==> config.mk <==
export PLATFORM = sky130hd
export DESIGN_NAME = peer_presence_table
export DESIGN_NICKNAME = d
export VERILOG_FILES = /design/src/ppt_pkg.sv /design/src/ppt_ram.sv /design/src/ppt_div.sv /design/src/peer_presence_table.sv
export VERILOG_INCLUDE_DIRS = /design/src /design/src/src
export SDC_FILE = /design/constraint.sdc
export NUM_CORES = 2
export LEC_CHECK = 0
export BUFFER_PORTS_ARGS = -buffer_cell sky130_fd_sc_hd__buf_4
export CAP_MARGIN = 30
export CORE_MARGIN = 3
export CORE_UTILIZATION = 45
export CTS_CLUSTER_SIZE = 8
export DETAILED_ROUTE_END_ITERATION = 10
export GPL_TIMING_DRIVEN = 0
export PLACE_DENSITY = 0.65
export RECOVER_POWER = 50
export SLEW_MARGIN = 40
export SYNTH_ARGS = -nofsm -noshare
export SYNTH_HDL_FRONTEND = slang
export SYNTH_SLANG_ARGS = --single-unit
==> constraint.sdc <==
create_clock -name clk_i -period 5.75 [get_ports clk_i]
set_input_delay 0.575 -clock clk_i [delete_from_list [all_inputs] [get_ports clk_i]]
set_output_delay 0.575 -clock clk_i [all_outputs]
set_load 0.02 [all_outputs]
==> src/peer_presence_table_assert.svh <==
// Assertion macros for the peer presence table.
// Expects clk_i and rst_ni in the scope where the macros are used.
`ifndef PEER_PRESENCE_TABLE_ASSERT_SVH
`define PEER_PRESENCE_TABLE_ASSERT_SVH

// Check a condition on every clock edge outside reset.
`define PPT_ASSERT(name, prop, msg) \
  name: assert property (@(posedge clk_i) disable iff (!rst_ni) (prop)) else $error(msg);

// Check that a consequent holds in the same cycle as its antecedent.
`define PPT_ASSERT_IMPL(name, ante, cons, msg) \
  name: assert property (@(posedge clk_i) disable iff (!rst_ni) (ante) |-> (cons)) \
    else $error(msg);

`endif

==> src/ppt_pkg.sv <==
// Shared types, constants and the control store for the peer presence table.
// No dependencies; imported by ppt_div, peer_presence_table and the bench.
package ppt_pkg;

  localparam int ENTRIES    = 16;
  localparam int ENTRY_W    = $clog2(ENTRIES);
  localparam int MASK_N     = (ENTRIES < 16) ? ENTRIES : 16;
  localparam int RES_IDX_W  = 4;

  localparam int KEY_W      = 32;
  localparam int AGE_W      = 16;
  localparam int GAIN_W     = 9;
  localparam int SAMPLE_W   = 16;
  localparam int CFG_W      = 32;
  localparam int CFG_IDX_W  = 2;
  localparam int WORD_W     = KEY_W + AGE_W + GAIN_W;
  localparam int PROD_W     = SAMPLE_W + GAIN_W + 1;

  localparam int DIVIDEND_W = 32;
  localparam int DIVISOR_W  = 16;
  localparam int DIV_CNT_W  = $clog2(DIVIDEND_W + 1);

  // scale by 1/100: multiply by ceil(2^31 / 100), keep bits from 31 up;
  // exact for magnitudes below 2^25
  localparam int RECIP_W     = 25;
  localparam int RECIP_SHIFT = 31;
  localparam int QUO_W       = PROD_W + RECIP_W - RECIP_SHIFT;

  localparam logic [ENTRY_W-1:0]   LAST_IDX          = ENTRY_W'(ENTRIES - 1);
  localparam logic [GAIN_W-1:0]    DEFAULT_GAIN      = 9'd100;
  localparam logic [DIVISOR_W-1:0] PERCENT           = 16'd100;
  localparam logic [RECIP_W-1:0]   RECIP             = 25'd21474837;
  localparam logic [AGE_W-1:0]     TICK_STEP_RST     = 16'd1000;
  localparam logic [AGE_W-1:0]     OFFLINE_LIMIT_RST = 16'd3000;
  localparam logic [AGE_W-1:0]     AGE_MAX           = 16'hFFFF;
  localparam logic [15:0]          COUNT_MAX         = 16'hFFFF;
  localparam logic [15:0]          POS_MAX           = 16'd32767;
  localparam logic [15:0]          NEG_MAX           = 16'd32768;

  typedef enum logic [1:0] {
    CMD_PACKET = 2'd0,
    CMD_TICK   = 2'd1,
    CMD_VOLUME = 2'd2,
    CMD_SAMPLE = 2'd3
  } cmd_e;

  typedef enum logic [CFG_IDX_W-1:0] {
    REG_OWN_ID        = 2'd0,
    REG_TICK_STEP     = 2'd1,
    REG_OFFLINE_LIMIT = 2'd2
  } reg_e;

  typedef enum logic [2:0] {
    ST_OWN       = 3'd0,
    ST_REFRESHED = 3'd1,
    ST_ADDED     = 3'd2,
    ST_FULL      = 3'd3,
    ST_TICKED    = 3'd4,
    ST_VOL_SET   = 3'd5,
    ST_NOT_FOUND = 3'd6,
    ST_SAMPLE    = 3'd7
  } status_e;

  typedef enum logic [4:0] {
    OP_NOP,
    OP_ACCEPT,
    OP_OWN,
    OP_READ,
    OP_CMP,
    OP_ALLOC,
    OP_FULL,
    OP_NOTFOUND,
    OP_REFRESH,
    OP_VOLUME,
    OP_MUL,
    OP_ABS,
    OP_RECIP,
    OP_SAT,
    OP_DIV_AVG,
    OP_AVG,
    OP_AGE,
    OP_TICKED,
    OP_EMIT
  } op_e;

  typedef enum logic [3:0] {
    C_NEVER,
    C_ALWAYS,
    C_NO_BEAT,
    C_IS_TICK,
    C_IS_OWN,
    C_SCAN_MORE,
    C_HIT,
    C_NOT_PKT,
    C_NO_FREE,
    C_IS_VOL,
    C_IS_SMP,
    C_TICK_MORE,
    C_DIV_BUSY,
    C_NOT_LAST,
    C_OUT_BUSY
  } cond_e;

  localparam int PC_W = 5;
  typedef logic [PC_W-1:0] pc_t;

  localparam pc_t S_EMIT       = 5'd0;
  localparam pc_t S_FETCH      = 5'd1;
  localparam pc_t S_DISPATCH   = 5'd2;
  localparam pc_t S_OWN_CHK    = 5'd3;
  localparam pc_t S_FIND       = 5'd4;
  localparam pc_t S_FIND_CMP   = 5'd5;
  localparam pc_t S_HIT_CHK    = 5'd6;
  localparam pc_t S_PKT_CHK    = 5'd7;
  localparam pc_t S_FREE_CHK   = 5'd8;
  localparam pc_t S_ALLOC      = 5'd9;
  localparam pc_t S_FULL       = 5'd10;
  localparam pc_t S_MISS       = 5'd11;
  localparam pc_t S_FOUND      = 5'd12;
  localparam pc_t S_SMP_CHK    = 5'd13;
  localparam pc_t S_REFRESH    = 5'd14;
  localparam pc_t S_VOL        = 5'd15;
  localparam pc_t S_SMP        = 5'd16;
  localparam pc_t S_SCALE      = 5'd17;
  localparam pc_t S_RECIP      = 5'd18;
  localparam pc_t S_SAT        = 5'd19;
  localparam pc_t S_AVG_START  = 5'd20;
  localparam pc_t S_WAIT_AVG   = 5'd21;
  localparam pc_t S_AVG        = 5'd22;
  localparam pc_t S_TICK       = 5'd23;
  localparam pc_t S_AGE        = 5'd24;
  localparam pc_t S_TICK_DONE  = 5'd25;

  typedef struct packed {
    op_e   op;
    cond_e cond;
    pc_t   target;
  } uword_t;

  typedef struct packed {
    logic [KEY_W-1:0]  key;
    logic [AGE_W-1:0]  age;
    logic [GAIN_W-1:0] gain;
  } entry_t;

  typedef struct packed {
    status_e              status;
    logic [RES_IDX_W-1:0] idx;
    logic [15:0]          scaled;
    logic [15:0]          avg;
    logic                 valid;
  } result_t;

  function automatic uword_t mk(op_e o, cond_e c, pc_t t);
    uword_t w;
    w.op     = o;
    w.cond   = c;
    w.target = t;
    return w;
  endfunction

  function automatic uword_t ucode(pc_t pc);
    uword_t w;
    unique case (pc)
      S_EMIT:       w = mk(OP_EMIT,      C_OUT_BUSY,  S_EMIT);
      S_FETCH:      w = mk(OP_ACCEPT,    C_NO_BEAT,   S_FETCH);
      S_DISPATCH:   w = mk(OP_NOP,       C_IS_TICK,   S_TICK);
      S_OWN_CHK:    w = mk(OP_OWN,       C_IS_OWN,    S_EMIT);
      S_FIND:       w = mk(OP_READ,      C_NEVER,     S_FIND);
      S_FIND_CMP:   w = mk(OP_CMP,       C_SCAN_MORE, S_FIND);
      S_HIT_CHK:    w = mk(OP_NOP,       C_HIT,       S_FOUND);
      S_PKT_CHK:    w = mk(OP_NOP,       C_NOT_PKT,   S_MISS);
      S_FREE_CHK:   w = mk(OP_NOP,       C_NO_FREE,   S_FULL);
      S_ALLOC:      w = mk(OP_ALLOC,     C_ALWAYS,    S_EMIT);
      S_FULL:       w = mk(OP_FULL,      C_ALWAYS,    S_EMIT);
      S_MISS:       w = mk(OP_NOTFOUND,  C_ALWAYS,    S_EMIT);
      S_FOUND:      w = mk(OP_NOP,       C_IS_VOL,    S_VOL);
      S_SMP_CHK:    w = mk(OP_NOP,       C_IS_SMP,    S_SMP);
      S_REFRESH:    w = mk(OP_REFRESH,   C_ALWAYS,    S_EMIT);
      S_VOL:        w = mk(OP_VOLUME,    C_ALWAYS,    S_EMIT);
      S_SMP:        w = mk(OP_MUL,       C_NEVER,     S_SMP);
      S_SCALE:      w = mk(OP_ABS,       C_NEVER,     S_SCALE);
      S_RECIP:      w = mk(OP_RECIP,     C_NEVER,     S_RECIP);
      S_SAT:        w = mk(OP_SAT,       C_NOT_LAST,  S_EMIT);
      S_AVG_START:  w = mk(OP_DIV_AVG,   C_NEVER,     S_AVG_START);
      S_WAIT_AVG:   w = mk(OP_NOP,       C_DIV_BUSY,  S_WAIT_AVG);
      S_AVG:        w = mk(OP_AVG,       C_ALWAYS,    S_EMIT);
      S_TICK:       w = mk(OP_READ,      C_NEVER,     S_TICK);
      S_AGE:        w = mk(OP_AGE,       C_TICK_MORE, S_TICK);
      S_TICK_DONE:  w = mk(OP_TICKED,    C_ALWAYS,    S_EMIT);
      default:      w = mk(OP_NOP,       C_ALWAYS,    S_FETCH);
    endcase
    return w;
  endfunction

endpackage

==> src/ppt_ram.sv <==
// Generic simple dual-port RAM: one write port, one registered read port.
// No dependencies.
module ppt_ram #(
  parameter int WIDTH = 8,
  parameter int DEPTH = 16
) (
  input  logic                     clk_i,
  input  logic                     we_i,
  input  logic [$clog2(DEPTH)-1:0] waddr_i,
  input  logic [WIDTH-1:0]         wdata_i,
  input  logic                     re_i,
  input  logic [$clog2(DEPTH)-1:0] raddr_i,
  output logic [WIDTH-1:0]         rdata_o
);

  logic [WIDTH-1:0] mem_q [DEPTH];
  logic [WIDTH-1:0] rdata_q;

  always_ff @(posedge clk_i) begin
    if (we_i) begin
      mem_q[waddr_i] <= wdata_i;
    end
    if (re_i) begin
      rdata_q <= mem_q[raddr_i];
    end
  end

  assign rdata_o = rdata_q;

endmodule

==> src/ppt_div.sv <==
// Restoring unsigned divider, one quotient bit per cycle.
// Depends on ppt_pkg for operand widths.
module ppt_div (
  input  logic                            clk_i,
  input  logic                            rst_ni,
  input  logic                            start_i,
  input  logic [ppt_pkg::DIVIDEND_W-1:0]  dividend_i,
  input  logic [ppt_pkg::DIVISOR_W-1:0]   divisor_i,
  output logic                            busy_o,
  output logic [ppt_pkg::DIVIDEND_W-1:0]  quotient_o
);
  import ppt_pkg::*;

  logic [DIV_CNT_W-1:0]  cnt_q;
  logic [DIVISOR_W-1:0]  rem_q;
  logic [DIVISOR_W-1:0]  dvs_q;
  logic [DIVIDEND_W-1:0] quo_q;
  logic [DIVISOR_W:0]    trial;
  logic [DIVISOR_W:0]    diff;
  logic                  fits;

  assign busy_o = (cnt_q != '0);
  assign trial  = {rem_q, quo_q[DIVIDEND_W-1]};
  assign diff   = trial - {1'b0, dvs_q};
  assign fits   = (trial >= {1'b0, dvs_q});

  always_ff @(posedge clk_i or negedge rst_ni) begin
    if (!rst_ni) begin
      cnt_q <= '0;
    end else if (start_i) begin
      cnt_q <= DIV_CNT_W'(DIVIDEND_W);
    end else if (busy_o) begin
      cnt_q <= cnt_q - 1'b1;
    end
  end

  always_ff @(posedge clk_i) begin
    if (start_i) begin
      rem_q <= '0;
      dvs_q <= divisor_i;
      quo_q <= dividend_i;
    end else if (busy_o) begin
      rem_q <= fits ? diff[DIVISOR_W-1:0] : trial[DIVISOR_W-1:0];
      quo_q <= {quo_q[DIVIDEND_W-2:0], fits};
    end
  end

  assign quotient_o = quo_q;

endmodule

==> src/peer_presence_table.sv <==
// Peer presence table: microcoded sequencer over a key/age/gain RAM, uses ppt_pkg,
// ppt_ram and ppt_div. One item at a time; the table is scanned one entry at a time,
// with a read state and then a compare state per entry. A tick ages every used entry;
// a last sample also waits for the divider to form the average amplitude.
// A result may wait in the output register while the output stalls.
// Reset: asynchronous, active low; clears presence bits, accumulators and control state.
`include "peer_presence_table_assert.svh"
module peer_presence_table (
  input  logic                          clk_i,
  input  logic                          rst_ni,
  input  logic                          cfg_we_i,
  input  logic [ppt_pkg::CFG_IDX_W-1:0] cfg_idx_i,
  input  logic [ppt_pkg::CFG_W-1:0]     cfg_data_i,
  input  logic                          s_axis_tvalid,
  output logic                          s_axis_tready,
  // cmd[1:0], peer_id[33:2], volume[42:34], sample[58:43], zero fill
  input  logic [63:0]                   s_axis_tdata,
  input  logic                          s_axis_tlast,
  output logic                          m_axis_tvalid,
  input  logic                          m_axis_tready,
  // status[2:0], entry_index[6:3], offline_mask[22:7], scaled_sample[38:23],
  // average_amplitude[54:39], zero fill
  output logic [55:0]                   m_axis_tdata,
  // amplitude_valid[0]
  output logic                          m_axis_tuser
);
  import ppt_pkg::*;

  logic [KEY_W-1:0]   own_id_q;
  logic [AGE_W-1:0]   tick_step_q;
  logic [AGE_W-1:0]   limit_q;

  pc_t                pc_q, pc_d;
  uword_t             uw;
  logic               cond_true;

  cmd_e               cmd_q;
  logic [KEY_W-1:0]   key_q;
  logic [GAIN_W-1:0]  vol_q;
  logic [SAMPLE_W-1:0] samp_q;
  logic               last_q;

  logic [ENTRY_W-1:0] idx_q, hit_idx_q, free_idx_q;
  logic               hit_q, free_q;
  logic [ENTRIES-1:0] used_q, offline_q;
  logic [31:0]        sum_q;
  logic [15:0]        count_q;

  result_t            res_q, out_q;
  logic [15:0]        out_mask_q;
  logic               out_valid_q;
  logic [15:0]        mask;

  entry_t             rd_entry, wr_entry;
  logic               ram_we, ram_re;
  logic [ENTRY_W-1:0] ram_waddr;

  logic signed [PROD_W-1:0] prod_d, prod_q;
  logic [PROD_W-1:0]        prod_abs, abs_q;
  logic                     neg_q;
  logic [PROD_W+RECIP_W-1:0] recip_prod;
  logic [QUO_W-1:0]         scale_q;

  logic                     div_start, div_busy;
  logic [DIVIDEND_W-1:0]    div_dividend, div_quo;
  logic [DIVISOR_W-1:0]     div_divisor;

  logic               beat_in, out_busy, last_idx, hit_now;
  logic [AGE_W:0]     age_sum;
  logic [AGE_W-1:0]   new_age;
  logic [15:0]        sat_mag, sat_val;

  assign uw            = ucode(pc_q);
  assign s_axis_tready = (pc_q == S_FETCH);
  assign beat_in       = s_axis_tvalid && s_axis_tready;
  assign out_busy      = out_valid_q && !m_axis_tready;
  assign last_idx      = (idx_q == LAST_IDX);
  assign hit_now       = used_q[idx_q] && (rd_entry.key == key_q);

  always_comb begin
    unique case (uw.cond)
      C_NEVER:     cond_true = 1'b0;
      C_ALWAYS:    cond_true = 1'b1;
      C_NO_BEAT:   cond_true = !beat_in;
      C_IS_TICK:   cond_true = (cmd_q == CMD_TICK);
      C_IS_OWN:    cond_true = (cmd_q == CMD_PACKET) && (key_q == own_id_q);
      C_SCAN_MORE: cond_true = !hit_now && !last_idx;
      C_HIT:       cond_true = hit_q;
      C_NOT_PKT:   cond_true = (cmd_q != CMD_PACKET);
      C_NO_FREE:   cond_true = !free_q;
      C_IS_VOL:    cond_true = (cmd_q == CMD_VOLUME);
      C_IS_SMP:    cond_true = (cmd_q == CMD_SAMPLE);
      C_TICK_MORE: cond_true = !last_idx;
      C_DIV_BUSY:  cond_true = div_busy;
      C_NOT_LAST:  cond_true = !last_q;
      C_OUT_BUSY:  cond_true = out_busy;
      default:     cond_true = 1'b0;
    endcase
  end

  assign pc_d = cond_true ? uw.target : pc_t'(pc_q + 1'b1);

  assign age_sum  = {1'b0, rd_entry.age} + {1'b0, tick_step_q};
  assign new_age  = age_sum[AGE_W] ? AGE_MAX : age_sum[AGE_W-1:0];

  assign prod_d     = $signed(samp_q) * $signed({1'b0, rd_entry.gain});
  assign prod_abs   = prod_q[PROD_W-1] ? PROD_W'(-prod_q) : PROD_W'(prod_q);
  assign recip_prod = abs_q * RECIP;

  always_comb begin
    if (neg_q) begin
      sat_mag = (scale_q > QUO_W'(NEG_MAX)) ? NEG_MAX : scale_q[15:0];
      sat_val = 16'(-sat_mag);
    end else begin
      sat_mag = (scale_q > QUO_W'(POS_MAX)) ? POS_MAX : scale_q[15:0];
      sat_val = sat_mag;
    end
  end

  always_comb begin
    mask = '0;
    for (int i = 0; i < MASK_N; i++) begin
      mask[i] = used_q[i] & offline_q[i];
    end
  end

  always_comb begin
    ram_we    = 1'b0;
    ram_waddr = hit_idx_q;
    wr_entry  = rd_entry;
    unique case (uw.op)
      OP_ALLOC: begin
        ram_we    = 1'b1;
        ram_waddr = free_idx_q;
        wr_entry  = '{key: key_q, age: '0, gain: DEFAULT_GAIN};
      end
      OP_REFRESH: begin
        ram_we       = 1'b1;
        wr_entry.age = '0;
      end
      OP_VOLUME: begin
        ram_we        = 1'b1;
        wr_entry.gain = vol_q;
      end
      OP_AGE: begin
        ram_we       = used_q[idx_q];
        ram_waddr    = idx_q;
        wr_entry.age = new_age;
      end
      default: ;
    endcase
  end

  assign ram_re       = (uw.op == OP_READ);
  assign div_start    = (uw.op == OP_DIV_AVG);
  assign div_dividend = sum_q;
  assign div_divisor  = count_q;

  ppt_ram #(
    .WIDTH(WORD_W),
    .DEPTH(ENTRIES)
  ) u_ram (
    .clk_i  (clk_i),
    .we_i   (ram_we),
    .waddr_i(ram_waddr),
    .wdata_i(wr_entry),
    .re_i   (ram_re),
    .raddr_i(idx_q),
    .rdata_o(rd_entry)
  );

  ppt_div u_div (
    .clk_i     (clk_i),
    .rst_ni    (rst_ni),
    .start_i   (div_start),
    .dividend_i(div_dividend),
    .divisor_i (div_divisor),
    .busy_o    (div_busy),
    .quotient_o(div_quo)
  );

  always_ff @(posedge clk_i or negedge rst_ni) begin
    if (!rst_ni) begin
      own_id_q    <= '0;
      tick_step_q <= TICK_STEP_RST;
      limit_q     <= OFFLINE_LIMIT_RST;
    end else if (cfg_we_i) begin
      unique case (cfg_idx_i)
        REG_OWN_ID:        own_id_q    <= cfg_data_i;
        REG_TICK_STEP:     tick_step_q <= cfg_data_i[AGE_W-1:0];
        REG_OFFLINE_LIMIT: limit_q     <= cfg_data_i[AGE_W-1:0];
        default: ;
      endcase
    end
  end

  always_ff @(posedge clk_i or negedge rst_ni) begin
    if (!rst_ni) begin
      pc_q        <= S_FETCH;
      used_q      <= '0;
      offline_q   <= '0;
      sum_q       <= '0;
      count_q     <= '0;
      out_valid_q <= 1'b0;
    end else begin
      pc_q <= pc_d;
      unique case (uw.op)
        OP_ALLOC: begin
          used_q[free_idx_q]    <= 1'b1;
          offline_q[free_idx_q] <= 1'b0;
          sum_q                 <= '0;
          count_q               <= '0;
        end
        OP_REFRESH: begin
          offline_q[hit_idx_q] <= 1'b0;
          sum_q                <= '0;
          count_q              <= '0;
        end
        OP_AGE: begin
          if (used_q[idx_q] && (new_age > limit_q)) begin
            offline_q[idx_q] <= 1'b1;
          end
        end
        OP_SAT: begin
          if (count_q != COUNT_MAX) begin
            sum_q   <= sum_q + 32'(sat_mag);
            count_q <= count_q + 1'b1;
          end
        end
        OP_AVG: begin
          sum_q   <= '0;
          count_q <= '0;
        end
        default: ;
      endcase
      if ((uw.op == OP_EMIT) && !out_busy) begin
        out_valid_q <= 1'b1;
      end else if (m_axis_tready) begin
        out_valid_q <= 1'b0;
      end
    end
  end

  always_ff @(posedge clk_i) begin
    unique case (uw.op)
      OP_ACCEPT: begin
        if (beat_in) begin
          cmd_q  <= cmd_e'(s_axis_tdata[1:0]);
          key_q  <= s_axis_tdata[33:2];
          vol_q  <= s_axis_tdata[42:34];
          samp_q <= s_axis_tdata[58:43];
          last_q <= s_axis_tlast;
          idx_q  <= '0;
          hit_q  <= 1'b0;
          free_q <= 1'b0;
          res_q  <= '{status: ST_OWN, idx: '0, scaled: '0, avg: '0, valid: 1'b0};
        end
      end
      OP_OWN:      res_q.status <= ST_OWN;
      OP_CMP: begin
        if (hit_now) begin
          hit_q     <= 1'b1;
          hit_idx_q <= idx_q;
        end
        if (!used_q[idx_q] && !free_q) begin
          free_q     <= 1'b1;
          free_idx_q <= idx_q;
        end
        idx_q <= ENTRY_W'(idx_q + 1'b1);
      end
      OP_ALLOC: begin
        res_q.status <= ST_ADDED;
        res_q.idx    <= RES_IDX_W'(free_idx_q);
      end
      OP_FULL:     res_q.status <= ST_FULL;
      OP_NOTFOUND: res_q.status <= ST_NOT_FOUND;
      OP_REFRESH: begin
        res_q.status <= ST_REFRESHED;
        res_q.idx    <= RES_IDX_W'(hit_idx_q);
      end
      OP_VOLUME: begin
        res_q.status <= ST_VOL_SET;
        res_q.idx    <= RES_IDX_W'(hit_idx_q);
      end
      OP_MUL:      prod_q <= prod_d;
      OP_ABS: begin
        abs_q <= prod_abs;
        neg_q <= prod_q[PROD_W-1];
      end
      OP_RECIP:    scale_q <= recip_prod[PROD_W+RECIP_W-1:RECIP_SHIFT];
      OP_SAT: begin
        res_q.status <= ST_SAMPLE;
        res_q.idx    <= RES_IDX_W'(hit_idx_q);
        res_q.scaled <= sat_val;
      end
      OP_AVG: begin
        res_q.avg   <= div_quo[15:0];
        res_q.valid <= 1'b1;
      end
      OP_AGE:      idx_q <= ENTRY_W'(idx_q + 1'b1);
      OP_TICKED:   res_q.status <= ST_TICKED;
      OP_EMIT: begin
        if (!out_busy) begin
          out_q      <= res_q;
          out_mask_q <= mask;
        end
      end
      default: ;
    endcase
  end

  assign m_axis_tvalid = out_valid_q;
  assign m_axis_tdata  = {1'b0, out_q.avg, out_q.scaled, out_mask_q, out_q.idx, out_q.status};
  assign m_axis_tuser  = out_q.valid;

  `PPT_ASSERT_IMPL(a_div_only_waiting, div_busy, pc_q == S_WAIT_AVG, "divider runs early")
  `PPT_ASSERT_IMPL(a_empty_sum, count_q == '0, sum_q == '0, "sum nonzero with no samples")
  `PPT_ASSERT_IMPL(a_avg_on_sample, m_axis_tvalid && m_axis_tuser, m_axis_tdata[2:0] == ST_SAMPLE, "average off sample")

endmodule

# Word-level counts from Yosys, hierarchy flattened

Memories as Yosys holds them, arrays and structs flattened. A register that Yosys moved wholly into a read port is not among the register bits.
Index checks and enable logic that the tools add are counted.

$add $sub $neg: 9
$mul: 2
Divide/modulo/power cells: 0
Order comparisons: 10
Equal/unequal tests: 47
Shift-type cells: 0
Multiplexer cells: 48
Bitwise gates (word level): 23
Reductions and logical operators: 54

Operator list:

| kind                   | count |
|---|---|
| $mux 16                | 8 |
| $mux 32                | 4 |
| $pmux 16 s2            | 3 |
| $eq 32x32->1           | 2 |
| $pmux 32 s2            | 1 |
| $mul 26x25->51 const B | 1 |
| $pmux 16 s3            | 1 |
| $eq 5x4->1 const B     | 8 |
| $mux 40                | 1 |
| $pmux 17 s2            | 1 |
| $add 32x16->32         | 1 |
| $and 16x16->16         | 2 |
| $eq 4x4->1 const B     | 8 |
| $not 16->16            | 2 |
| $or 16x16->16          | 2 |
| $reduce_and 2->1       | 14 |
| $pmux 3 s9             | 1 |
| $mul 16x10->26         | 1 |
| $neg 26->26            | 1 |
| $mux 25                | 1 |
| $eq 5x3->1 const B     | 4 |
| $gt 20x15->1 const B   | 1 |
| $gt 20x16->1 const B   | 1 |
| $pmux 9 s2             | 1 |
| 43 further kinds       | 123 |

Bits in registers: 463
Latch bits: 0
Bits in writable memories: 912
Memory bits (read-only): 448
Output and inout port bits: 59
Logic and storage cells: 234
Memories: 2

Memories:

| memory           | depth | width | rd ports | clocked after memory_dff | write ports | RTL line       | text |
|---|---|---|---|---|---|---|---|
| u_ram.mem_q      | 16    | 57    | 1        | 1                        | 1           | ppt_ram.sv:16  | `logic [WIDTH-1:0] mem_q [DEPTH];` |
| (name not given) | 32    | 14    | 1        | 0                        | 0           | ppt_pkg.sv:164 | `unique case (pc)` |

# Depth between registers and ports, before layout

Word-level depth: 7
Gate-level depth with buffers: 23
Gate-level depth less buffers: 23

# Hierarchy

A second synthesis with hierarchy kept.

Cell total of the unflattened synthesis: 5054
Area total of the unflattened synthesis: 74935.6 um^2

Modules (own cells, without submodules):

| module              | instances | cells each | area each (um^2) | sequential area each (um^2) |
|---|---|---|---|---|
| ppt_ram             | 1         | 1470       | 35823.1          | 29097.9 |
| peer_presence_table | 1         | 3269       | 35415.2          | 11068.1 |
| ppt_div             | 1         | 315        | 3697.3           | 1911.8 |

# Worst setup path before layout

OpenSTA, ideal clock, no wires.

Path type: reg2reg
Start: register pc_q[0]
End: register u_ram.rdata_q[0], in the netlist u_ram.rdata_o[0], read port of u_ram.mem_q (enable)
Setup time: 0.542 ns
Arrival: 5.751 ns
Required time: 5.208 ns
Setup slack: -0.543 ns
Cell stages (with the launch flop): 9
Buffers on the path: 1
Clock period less this slack: 6.293 ns
Cell sequence: dfstp_2 -> inv_1 -> ha_1 -> nor2_1 -> a211oi_1 -> o31ai_1 -> clkbuf_1 -> nand2_1 -> nor3_1

Cells in the longest elaborated chain, start to end: 2

Ends and longest elaborated chain:

| what                   | RTL line                   | text |
|---|---|---|
| start, declared        | peer_presence_table.sv:33  | `pc_t pc_q, pc_d;` |
| start signal, assigned | peer_presence_table.sv:206 | `pc_q <= pc_d;` |
| $mem_v2 32x14          | n/a                        |  |
| $eq 5x2->1             | peer_presence_table.sv:154 | `assign ram_re = (uw.op == OP_READ);` |
| end, declared          | ppt_ram.sv:17              | `logic [WIDTH-1:0] rdata_q;` |

Every way passes these cells.
A chain may end at the register's enable or synchronous reset.

# Final worst setup path

Start: register abs_q[10]
End: register scale_q[14] (data pin)

Cells in the longest elaborated chain, start to end: 1

Ends and longest elaborated chain:

| what                   | RTL line                   | text |
|---|---|---|
| start, declared        | peer_presence_table.sv:59  | `logic [PROD_W-1:0] prod_abs, abs_q;` |
| start signal, assigned | peer_presence_table.sv:287 | `abs_q <= prod_abs;` |
| $mul 26x25->51         | peer_presence_table.sv:108 | `assign recip_prod = abs_q * RECIP;` |
| net recip_prod[45]     | peer_presence_table.sv:61  | `logic [PROD_W+RECIP_W-1:0] recip_prod;` |
| end signal, assigned   | peer_presence_table.sv:290 | `OP_RECIP: scale_q <= recip_prod[PROD_W+RECIP_W-1:RECIP_SHIFT];` |
| end, declared          | peer_presence_table.sv:62  | `logic [QUO_W-1:0] scale_q;` |

The timed path passes the listed nets, and every way through them passes these cells.

==> impl_metrics.prom <==
# TYPE chip_impl_metric gauge
chip_impl_metric{name="routed_wire_length_per_instance",unit="um"} 24.2
chip_impl_info{name="ys.flop_type",value="sky130_fd_sc_hd__edfxtp_1"} 1
chip_impl_info{name="unrepaired_setup_endpoints_after_global_routing",value="true"} 1
chip_impl_info{name="holdCritPathClass",value="in -> reg"} 1
chip_impl_metric{name="clock_skew",unit="ns"} 0.0858
chip_impl_metric{name="synth_warnings",unit=""} 0
chip_impl_info{name="violations",value="capacitance limit, slew limit, setup timing"} 1
chip_impl_metric{name="vias",unit=""} 45396
chip_impl_info{name="synth.top_cells.by_count",value="sky130_fd_sc_hd__edfxtp_1 (1260), sky130_fd_sc_hd__inv_1 (623), sky130_fd_sc_hd__ha_1 (429)"} 1
chip_impl_metric{name="htree_num_levels",unit=""} 4
chip_impl_info{name="outcome",value="finished with violations"} 1
chip_impl_metric{name="grt_first_pass_wirelength",unit="mm"} 296
chip_impl_metric{name="tightestPinTransition",unit="ns"} 3.67
chip_impl_metric{name="mappedNetlistArea",unit="um2"} 75300
chip_impl_metric{name="first_global_vias",unit=""} 46957
chip_impl_metric{name="core_region_area",unit="um2"} 166000
chip_impl_metric{name="final_min_period_over_clock_period",unit="%"} 114
chip_impl_metric{name="remaining_global_route_overflow",unit=""} 0
chip_impl_metric{name="gpl.final_weighted_congestion",unit=""} 0.893
chip_impl_metric{name="cts_buffers",unit=""} 199
chip_impl_metric{name="numPortBuffers",unit=""} 156
chip_impl_metric{name="drt_drc_violations_left",unit=""} 0
chip_impl_metric{name="postSynthCellCount",unit=""} 5117
chip_impl_metric{name="synth-seq-cells",unit=""} 1432
chip_impl_metric{name="syn_nets",unit=""} 6014
chip_impl_metric{name="regToRegSetupSlack",unit="ns"} -0.82
chip_impl_metric{name="place.detailed.hpwl",unit="mm"} 139
chip_impl_metric{name="synthDistinctLibCells",unit=""} 89
chip_impl_metric{name="viasPerCell",unit=""} 5.61
chip_impl_metric{name="synth-edff-count",unit=""} 1260
chip_impl_metric{name="chipWidth",unit="um"} 415
chip_impl_metric{name="synth_sequential_area_ratio",unit="%"} 55.9
chip_impl_metric{name="clk_pin_slew",unit="ns"} 0.05
chip_impl_metric{name="antenna_found_initial",unit=""} 5
chip_impl_info{name="clockRootBuffer",value="sky130_fd_sc_hd__clkbuf_16"} 1
chip_impl_metric{name="route.antenna.remaining_nets",unit=""} 0
chip_impl_metric{name="setup_viol",unit=""} 146
chip_impl_info{name="startpoint_type_of_the_worst_setup_path",value="flop"} 1
chip_impl_metric{name="crit_path_max_fanout",unit=""} 4
chip_impl_metric{name="grt_use_total",unit="%"} 22.8
chip_impl_metric{name="starting_density_of_the_core",unit="%"} 45.5
chip_impl_metric{name="report.final.hold_viol_count",unit=""} 0
chip_impl_info{name="synthMostInstantiatedCell",value="sky130_fd_sc_hd__edfxtp_1"} 1
chip_impl_metric{name="drive_above_1_share",unit="%"} 18.6
chip_impl_metric{name="syn-mean-instance-area",unit="um2"} 14.7
chip_impl_metric{name="grt_start_max_net_pins",unit=""} 69
chip_impl_metric{name="clock_sinks",unit=""} 1432
chip_impl_info{name="yosys.area.top_type",value="sky130_fd_sc_hd__edfxtp_1"} 1
chip_impl_metric{name="fp.dieArea",unit="um2"} 172000
chip_impl_metric{name="fp.dieH",unit="um"} 415
chip_impl_metric{name="placement_rows",unit=""} 149
chip_impl_metric{name="finalNetCount",unit=""} 6671
chip_impl_metric{name="layout-area-overhead-vs-synth",unit="%"} 18.8
chip_impl_metric{name="hold_slack",unit="ns"} 0.123
chip_impl_metric{name="drv_cap",unit=""} 6
chip_impl_metric{name="final_period_minus_worst_setup_slack",unit="ns"} 6.57
chip_impl_metric{name="cts_buffer_depth",unit=""} 3
chip_impl_metric{name="boundaryPins",unit=""} 163
chip_impl_metric{name="fmax",unit="MHz"} 152
chip_impl_metric{name="worst_ep_required_time",unit="ns"} 6.40
chip_impl_metric{name="slew-limit-headroom",unit="%"} -145
chip_impl_metric{name="worst_slack",unit="ns"} -0.820
chip_impl_metric{name="route.final.wire_length",unit="mm"} 196
chip_impl_info{name="type_of_element_capturing_the_critical_path",value="flop"} 1
chip_impl_metric{name="initial_detailed_routing_violation_count",unit=""} 4037
chip_impl_metric{name="dr.pass1.iters",unit=""} 7
chip_impl_info{name="critPathKind",value="reg -> reg"} 1
chip_impl_metric{name="finalMaxSlewViolations",unit=""} 227
chip_impl_metric{name="critical_path_arrival",unit="ns"} 7.22
chip_impl_metric{name="asyncSetResetFlopFracSynth",unit="%"} 10.9
chip_impl_info{name="synth_area_leaders",value="sky130_fd_sc_hd__edfxtp_1 (50%), sky130_fd_sc_hd__fa_1 (9.7%), sky130_fd_sc_hd__mux4_2 (8.7%)"} 1
chip_impl_info{name="clock_tree_from_tritoncts",value="built"} 1
chip_impl_metric{name="yosys.area.top_type_share",unit="%"} 50.3
chip_impl_metric{name="clkLatencyLatePin",unit="ns"} 0.86
## per-stage QoR
step	setup slack [ns]	instance area (um2)	utilization, %	setup TNS [ns]	instances
after detailed placement	-1.30	81700	49.4	-23.93	7561
after global placement	-4.17	79300	47.9	-3816.14	7462
after floorplan	-0.494	75300	-	-2.96	5117
after global routing	-0.952	89500	54.0	-122.88	8092
after CTS	-0.738	89600	54.2	-8.62	8067
final	-0.820	89500	54.0	-27.01	8092
## timing repair
action / 4_1_cts / 5_1_grt
cloned: 0 / 1
endpoints found under the hold margin: 208 / 0
hold buffers: 93 / 0
resized for setup: 96 / 84
setup endpoints to repair: 41 / 48
setup buffers: 86 / 25
pin swaps: 36 / 59
## worst paths after layout
| check | startpoint | end | depth (start not counted) |
|---|---|---|---|
| min in group asynchronous | rst_ni | div_dividend[25]$_DFFE_PN0P_ | 2 |
| max | abs_q[10]$_DFFE_PN_ | scale_q[14]$_DFFE_PN_ | 22 |
| min reg2reg | res_q[19]$_SDFFCE_PN0P_ | m_axis_tdata[25]$_DFFE_PP_ | 0 |
| max reg2reg | abs_q[10]$_DFFE_PN_ | scale_q[14]$_DFFE_PN_ | 22 |
| max in group asynchronous | rst_ni | used_q[2]$_DFFE_PN0P_ | 3 |
| min | m_axis_tready | m_axis_tvalid$_DFFE_PN0P_ | 3 |
## logic make-up after synthesis
family / Yosys count / synth area share (%)
XOR/XNOR: 185 / 2.15
flip-flops: 1432 / 55.9
other: 1 / 0.00498
buffers and inverters: 784 / 3.95
AO/OA/AOI/OAI: 531 / 4.71
adder cells (fa/ha/maj): 793 / 16.8
AND/OR/NAND/NOR: 1019 / 6.61
multiplexers: 372 / 9.88
## worst max-delay path: stages (launching register included)
cell and delay [ns]:
sky130_fd_sc_hd__edfxtp_1 0.49, sky130_fd_sc_hd__buf_6 0.19, sky130_fd_sc_hd__ha_4 0.27, sky130_fd_sc_hd__inv_2 0.06
sky130_fd_sc_hd__fa_1 0.47, sky130_fd_sc_hd__inv_1 0.05, sky130_fd_sc_hd__fa_1 0.46, sky130_fd_sc_hd__fa_1 0.59
sky130_fd_sc_hd__fa_1 0.46, sky130_fd_sc_hd__fa_1 0.49, sky130_fd_sc_hd__inv_1 0.05, sky130_fd_sc_hd__fa_1 0.60
sky130_fd_sc_hd__inv_2 0.06, sky130_fd_sc_hd__ha_4 0.23, sky130_fd_sc_hd__a21oi_2 0.13, sky130_fd_sc_hd__o211ai_1 0.12
sky130_fd_sc_hd__o2111ai_2 0.10, sky130_fd_sc_hd__o211a_1 0.25, sky130_fd_sc_hd__o221ai_4 0.16, sky130_fd_sc_hd__o41a_1 0.39
sky130_fd_sc_hd__o221a_4 0.28, sky130_fd_sc_hd__or4_1 0.41, sky130_fd_sc_hd__nand4_1 0.09
## cell type report
class | instances | area, um2
timing repair buffer | 459 | 4570
clock inverter | 20 | 468
sequential | 1432 | 42100
antenna | 1 | 2.50
fill | 13300 | 76100
tap | 2189 | 2740
clock buffer | 309 | 5400
buffer | 156 | 767
inverter | 625 | 2350
multi-input combinational | 2901 | 31100
## registers in the layout, summed over array words and instances, names as in the netlist, 20 cells and up, named ones only
signal / flops
u_ram.mem_q: 912
u_ram.rdata_o: 57
res_q: 40
m_axis_tdata: 39
div_dividend: 32
key_q: 32
own_id_q: 32
u_div.quotient_o: 32
abs_q: 26
prod_q: 26
scale_q: 20
## layer usage
layer | wire length (um) | global-route usage, % | up-vias
li1 | - | - | 19966
met1 | 79300 | 30.6 | 23266
met2 | 94900 | 37.2 | 1783
met3 | 13600 | 4.06 | 379
met4 | 7910 | 8.60 | 2
met5 | 9 | 0 | -
## placed cells by master, fill, tap and decap left out, types with 93 or more instances in the layout
master                             n
sky130_fd_sc_hd__edfxtp_1       1260
sky130_fd_sc_hd__dlygate4sd3_1    93
sky130_fd_sc_hd__o21ai_0         121
sky130_fd_sc_hd__and2_1          117
sky130_fd_sc_hd__inv_1           611
sky130_fd_sc_hd__nor2_1          147
sky130_fd_sc_hd__clkbuf_16       201
sky130_fd_sc_hd__fa_1            350
sky130_fd_sc_hd__xnor2_1         119
sky130_fd_sc_hd__dfrtp_1         142
sky130_fd_sc_hd__ha_1            396
sky130_fd_sc_hd__a21oi_1         118
sky130_fd_sc_hd__buf_4           129
sky130_fd_sc_hd__nand2_1         370
sky130_fd_sc_hd__mux4_2          290
sky130_fd_sc_hd__clkbuf_1        292
Power is left out: the tool's default activity adds up to more than one toggle a clock period on the data nets, which glitch-free logic cannot reach.
